==> config.mk <==
export PLATFORM = sky130hd
export DESIGN_NAME = morse_digit_keyer
export DESIGN_NICKNAME = d
export VERILOG_FILES = /design/src/mdk_pkg.sv /design/src/mdk_classify.sv /design/src/mdk_segment.sv /design/src/morse_digit_keyer.sv
export SDC_FILE = /design/constraint.sdc
export NUM_CORES = 1
export LEC_CHECK = 0
export BUFFER_PORTS_ARGS = -buffer_cell sky130_fd_sc_hd__buf_4
export CAP_MARGIN = 10
export CORE_AREA = 2 2 43 45
export CTS_CLUSTER_DIAMETER = 50
export CTS_CLUSTER_SIZE = 28
export DETAILED_ROUTE_END_ITERATION = 10
export DIE_AREA = 0 0 45 47
export MAX_ROUTING_LAYER = met4
export PLACE_DENSITY_LB_ADDON = 0.3
export SYNTH_ARGS = -nofsm -noshare
export SYNTH_HDL_FRONTEND = slang
export SYNTH_SLANG_ARGS = --single-unit
==> constraint.sdc <==
create_clock -name i_clk -period 2.2 [get_ports i_clk]
set_clock_uncertainty 0.2 [all_clocks]
set_input_delay 0.66 -clock i_clk [delete_from_list [all_inputs] [get_ports i_clk]]
set_output_delay 0.66 -clock i_clk [all_outputs]
set_load 0.1 [all_outputs]
==> src/mdk_pkg.sv <==
// ----------------------------------------------------------------------------
// mdk_pkg
// Shared types, constants and the digit pattern table for the Morse keyer.
// ----------------------------------------------------------------------------
package mdk_pkg;

    localparam logic [7:0] CharZero = 8'h30;
    localparam logic [7:0] CharNine = 8'h39;

    localparam int SegCount = 11;
    localparam int SegWidth = $clog2(SegCount);
    localparam logic [SegWidth-1:0] SegLast = SegWidth'(SegCount - 1);

    localparam logic [1:0] UnitsShort = 2'd1;
    localparam logic [1:0] UnitsLong  = 2'd3;

    typedef logic [4:0]          t_pat;
    typedef logic [SegWidth-1:0] t_seg_idx;

    // Handoff from the character classifier to the segment sequencer.
    typedef struct packed {
        logic vld;
        t_pat pat;
    } t_job;

    // Bit 4 is the first symbol; a set bit is a dash.
    function automatic t_pat digit_pattern(input logic [3:0] digit);
        t_pat pat;
        unique case (digit)
            4'd0:    pat = 5'b11111;
            4'd1:    pat = 5'b01111;
            4'd2:    pat = 5'b00111;
            4'd3:    pat = 5'b00011;
            4'd4:    pat = 5'b00001;
            4'd5:    pat = 5'b00000;
            4'd6:    pat = 5'b10000;
            4'd7:    pat = 5'b11000;
            4'd8:    pat = 5'b11100;
            4'd9:    pat = 5'b11110;
            default: pat = 5'b00000;
        endcase
        return pat;
    endfunction

endpackage

==> src/mdk_classify.sv <==
// ----------------------------------------------------------------------------
// mdk_classify
// Holds the halt flag and turns an accepted character into a keying job.
// ----------------------------------------------------------------------------
module mdk_classify
    import mdk_pkg::*;
(
    input  logic       i_clk,
    input  logic       i_rst_n,
    input  logic       i_accept,
    input  logic [7:0] i_character,
    input  logic       i_message_start,
    output t_job       o_job
);

    logic r_halted;
    logic n_halted;
    logic eff_halted;
    logic is_digit;

    assign is_digit   = (i_character >= CharZero) && (i_character <= CharNine);
    // A message start clears the flag before the character itself is judged.
    assign eff_halted = r_halted && !i_message_start;

    always_comb begin
        n_halted = r_halted;
        if (i_accept) begin
            n_halted = eff_halted || !is_digit;
        end
    end

    assign o_job.vld = i_accept && !eff_halted && is_digit;
    assign o_job.pat = digit_pattern(i_character[3:0]);

    always_ff @(posedge i_clk) begin
        if (!i_rst_n) begin
            r_halted <= 1'b0;
        end else begin
            r_halted <= n_halted;
        end
    end

endmodule

==> src/mdk_segment.sv <==
// ----------------------------------------------------------------------------
// mdk_segment
// Job register, segment counter and output register of the Morse keyer.
// ----------------------------------------------------------------------------
module mdk_segment
    import mdk_pkg::*;
(
    input  logic       i_clk,
    input  logic       i_rst_n,
    input  t_job       i_job,
    input  logic       i_stall,
    output logic       o_busy,
    output logic       o_valid,
    output logic       o_led_on,
    output logic [1:0] o_units,
    output logic       o_last_segment
);

    logic     r_job_vld;
    t_pat     r_pat;
    t_seg_idx r_seg;
    logic     r_out_vld;
    logic     r_led_on;
    logic [1:0] r_units;
    logic     r_last;

    logic       out_load;
    logic       seg_take;
    logic       seg_is_last;
    logic [2:0] sym_idx;
    logic       sym_dash;
    logic       n_led_on;
    logic [1:0] n_units;

    assign out_load    = !r_out_vld || !i_stall;
    assign seg_take    = r_job_vld && out_load;
    assign seg_is_last = (r_seg == SegLast);

    // The slot frees in the same cycle its final gap moves to the output.
    assign o_busy = r_job_vld && !(seg_take && seg_is_last);

    // Even segments below the last are symbols, odd ones the dark unit after each symbol.
    assign sym_idx = 3'd4 - r_seg[3:1];

    always_comb begin
        unique case (sym_idx)
            3'd0:    sym_dash = r_pat[0];
            3'd1:    sym_dash = r_pat[1];
            3'd2:    sym_dash = r_pat[2];
            3'd3:    sym_dash = r_pat[3];
            3'd4:    sym_dash = r_pat[4];
            default: sym_dash = 1'b0;
        endcase
    end

    always_comb begin
        if (seg_is_last) begin
            n_led_on = 1'b0;
            n_units  = UnitsLong;
        end else if (!r_seg[0]) begin
            n_led_on = 1'b1;
            n_units  = sym_dash ? UnitsLong : UnitsShort;
        end else begin
            n_led_on = 1'b0;
            n_units  = UnitsShort;
        end
    end

    always_ff @(posedge i_clk) begin
        if (!i_rst_n) begin
            r_job_vld <= 1'b0;
            r_seg     <= '0;
            r_out_vld <= 1'b0;
        end else begin
            if (i_job.vld) begin
                r_job_vld <= 1'b1;
                r_seg     <= '0;
            end else if (seg_take) begin
                r_job_vld <= !seg_is_last;
                r_seg     <= seg_is_last ? '0 : r_seg + t_seg_idx'(1);
            end
            if (out_load) begin
                r_out_vld <= r_job_vld;
            end
        end
    end

    always_ff @(posedge i_clk) begin
        if (i_job.vld) begin
            r_pat <= i_job.pat;
        end
        if (seg_take) begin
            r_led_on <= n_led_on;
            r_units  <= n_units;
            r_last   <= seg_is_last;
        end
    end

    assign o_valid        = r_out_vld;
    assign o_led_on       = r_led_on;
    assign o_units        = r_units;
    assign o_last_segment = r_last;

endmodule

==> src/morse_digit_keyer.sv <==
// ----------------------------------------------------------------------------
// morse_digit_keyer
// Keys decimal digits of a message as Morse LED segments in dot units.
// ----------------------------------------------------------------------------
// Channel  Direction  Handshake           Payload
// input    in         i_valid / o_stall   i_character, i_message_start
// result   out        o_valid / i_stall   o_led_on, o_units, o_last_segment
//
// A digit yields 11 segments, one per cycle from the segment counter while
// the result side does not stall; a non-digit or halted character yields
// nothing and leaves the block free. The next character is taken in the
// cycle the final gap segment enters the output register.
// Reset is synchronous and clears the halt flag, the job slot and o_valid.
// A stall on a pending result holds the output register and the counter.
// ----------------------------------------------------------------------------
module morse_digit_keyer
    import mdk_pkg::*;
(
    input  logic       i_clk,
    input  logic       i_rst_n,
    input  logic       i_valid,
    output logic       o_stall,
    input  logic [7:0] i_character,
    input  logic       i_message_start,
    output logic       o_valid,
    input  logic       i_stall,
    output logic       o_led_on,
    output logic [1:0] o_units,
    output logic       o_last_segment
);

    logic in_accept;
    logic seg_busy;
    t_job job;

    assign o_stall   = seg_busy;
    assign in_accept = i_valid && !seg_busy;

    mdk_classify u_classify (
        .i_clk           (i_clk),
        .i_rst_n         (i_rst_n),
        .i_accept        (in_accept),
        .i_character     (i_character),
        .i_message_start (i_message_start),
        .o_job           (job)
    );

    mdk_segment u_segment (
        .i_clk          (i_clk),
        .i_rst_n        (i_rst_n),
        .i_job          (job),
        .i_stall        (i_stall),
        .o_busy         (seg_busy),
        .o_valid        (o_valid),
        .o_led_on       (o_led_on),
        .o_units        (o_units),
        .o_last_segment (o_last_segment)
    );

endmodule

==> results.md <==
- Site Rows: 15
- TritonCTS buffer count: 3
- Final instance count without filler cells: 110
- Sequential element share of the synthesized area: 49.35%
- Switching power: 0.1120 mW
- Via Count: 581
- H-tree depth: 1
- Worst-path clk slew: 80 ps
- Layout area overhead: 27.44%
- Reg-to-reg startpoint: u_segment.r_seg[2]
- Placed Instances: 106
- Post-synth top cells: edfxtp_1, dfxtp_1, nor2_1, a21oi_1, o21ai_0
- Ports: 19
- Die W: 45 µm
- RSZ-0062 raised after global routing: no
- Initial Util: 46.67%
- Worst setup SP type: flop
- Largest net degree at the start of global routing: 10
- Post-Syn Nets: 82
- Max Transition Viols Final: 0
- TritonRoute pass-1 iters: 4
- Worst Path Required: 1340 ps
- Drt via density: 5.282
- Synth warnings: 0
- Synth Cell Area: 770.7 µm²
- Final Hold Slack: 260.2 ps
- Max-Cap Viols: 0
- Ys flop type: edfxtp_1
- Worst reg-to-reg path cell count: 5
- Yosys reg bits: 15
- Total grt overflow: 0
- Largest stage delay, worst path: 360 ps
- Clock buffer depth: 2
- Clock sink count: 15
- Crit path DAT: 1250 ps
- Vias in the first global route: 533
- Clock root buffer: clkbuf_4
- R2R setup slack: 560 ps
- P_int: 0.3939 mW
- GRT Resource Usage Total: 15.18%
- Finish-stage setup viols: 0
- Critical path class: reg2out
- Critical path endpoint category: output pin
- Max rail drop VDD: 0.2898 mV
- Synth Instances: 69
- CP Cell Sequence: and4bb_4, a21boi_4, buf_6
- Post-layout util: 59.47%
- Worst hold path type: reg2reg
- DRC: 0
- Layout cell share with drive strength beyond 1: 39.78%
- Hold violation count in the final report: 0
- Comb power frac: 12.2%
- First-pass GRT wire length: 2194 µm
- Cell family with most CP delay: flip-flops
- GPL Wtd Cong: 0.8115
- Die ar.: 2115 µm²
- Top cells by area, synth: edfxtp_1, dfxtp_1, o21a_1
- Post-route minimum period: 2115 ps
- Post-DR wirelength/cell: 11.77 µm
- Sequential share of power: 58.7%
- Netlist cell types: 36
- Area share of the largest cell type after synthesis: 31.17%
- Finished Cell Area: 982.2 µm²
- Max Fclk: 0.4729 GHz
- Crit-path slowest cell: dfxtp_2
- Status: finished, final reports clean
- Fin nets: 107
- Buffers on Ports: 17
- Clk Latency, worst-skew pair: 270 ps
- Cell count of the worst hold path: 2
- Post-synth EDFFs: 8
- Yosys top cell by area: edfxtp_1
- Hold path start: u_classify.r_halted
- Crit path buf inv count: 1
- Routed Antenna Nets: 0
- Initial DRC Count: 1
- Most frequent cell after synthesis: edfxtp_1
- Synth Area per Inst: 11.17 µm²
- Total core area: 1652 µm²
- Post-Place Cell Area: 949.7 µm²
- Placed wire-length estimate: 1022 µm
- Post-synth ARST share: 0%
- Switching part of the total: 22.13%
- Worst hold endpoint: u_classify.r_halted
- Leak: 0.3719 nW
- PwrDens: 515.0 nW/µm²
- CTS tree: done
- Worst r2r dst: u_segment.r_pat[2]
- Clock share of power: 29.1%
- N_diodes: 0
- Wirelength, routed: 1295 µm
- Initial antenna violation count: 0
- Final Cycle Share: 96.11%
- Crit Path Max Fanout: 7
- Chip Height: 47 µm
==> state kept, by name, indices dropped and copies added (netlist names) <==
| register | count |
|---|---|
| u_classify.r_halted | 1 |
| u_segment.o_last_segment | 1 |
| u_segment.o_led_on | 1 |
| u_segment.o_units | 1 |
| u_segment.o_valid | 1 |
| u_segment.r_job_vld | 1 |
| u_segment.r_pat | 5 |
| u_segment.r_seg | 4 |
==> power groups by stage <==
stage	logic [mW]	clock network [mW]	registers (mW)
finish	0.0616	0.147	0.297
global route	0.0673	0.170	0.298
CTS	0.0622	0.156	0.297
detailed placement	0.0617	0	0.304
global placement	0.0601	0	0.304
floorplan	0.0312	0	0.307
==> cell usage in the layout (no fill, tap or decap), types with 2 or more instances in the layout <==
master	n
inv_1	2
a21oi_1	4
nand2_1	3
buf_4	22
clkbuf_4	3
nand2b_1	3
a21boi_4	2
dfxtp_2	2
o21a_1	3
nor2_1	5
o21ai_0	4
nor2b_1	3
dfxtp_1	4
edfxtp_1	8
==> worst max path at each step <==
| stage | startpoint | endpoint | slack (ps) | cells after the start |
|---|---|---|---|---|
| 6_report | u_segment.r_seg[1] | o_stall | 90 | 3 |
| 4_1_cts | u_segment.r_seg[1] | o_stall | 30 | 3 |
| 3_3_place_gp | i_stall | o_stall | 90 | 4 |
| 2_1_floorplan | i_stall | o_stall | -70 | 2 |
| 5_1_grt | u_segment.r_seg[2] | o_stall | 30 | 3 |
| 3_5_place_dp | i_stall | o_stall | 70 | 4 |
==> final cells by class <==
cell class / instances / area (µm²)
Clock buffer: 4 / 26.28
Fill cell: 160 / 669.4
Inverter: 2 / 7.507
Multi-Input combinational cell: 49 / 364.1
Sequential cell: 15 / 386.6
Tap cell: 17 / 21.27
Timing Repair Buffer: 23 / 176.4
==> kinds of logic (layout without fill, tap and decap cells) <==
logic type / count (synthesis) / count (layout) / share of synthesized area (%)
AO/OA/AOI/OAI: 21 / 21 / 21.43
buffers and inverters: 5 / 29 / 4.383
multiplexers: 1 / 1 / 1.299
flip-flops: 15 / 15 / 49.35
AND/OR/NAND/NOR: 24 / 24 / 20.78
other: 1 / 1 / 0.4865
XOR/XNOR: 2 / 2 / 2.273
==> per-layer routing <==
metal / wire [µm] / GRT usage, % / vias to the layer above
met5: 0 / - / -
met4: 34 / 8.824 / 0
met3: 51 / 4.615 / 4
met2: 663 / 23.71 / 18
met1: 545 / 17.18 / 258
li1: - / - / 301
==> worst min-delay path: stages (launching register included) <==
cell and delay (ps):
dfxtp_1 300, inv_1 70, a21oi_2 50
==> through the flow <==
| step | setup TNS [ps] | setup slack, ps | power, mW |
|---|---|---|---|
| final | 0 | 85.48 | 0.5058 |
| after CTS | 0 | 31.86 | 0.5158 |
| after global routing | 0 | 26.16 | 0.5354 |
| after global placement | 0 | 86.28 | 0.3637 |
| after floorplan | -83.95 | -68.43 | 0.3377 |
| after detailed placement | 0 | 68.47 | 0.3654 |
==> repair_timing <==
action / 4_1_cts / 5_1_grt
buffers inserted: 0 / 0
resized for setup: 1 / 2
endpoints found under the setup margin: 1 / 1
hold buffers: 0 / 0
No activity file was read; power rests on OpenSTA's default activity.
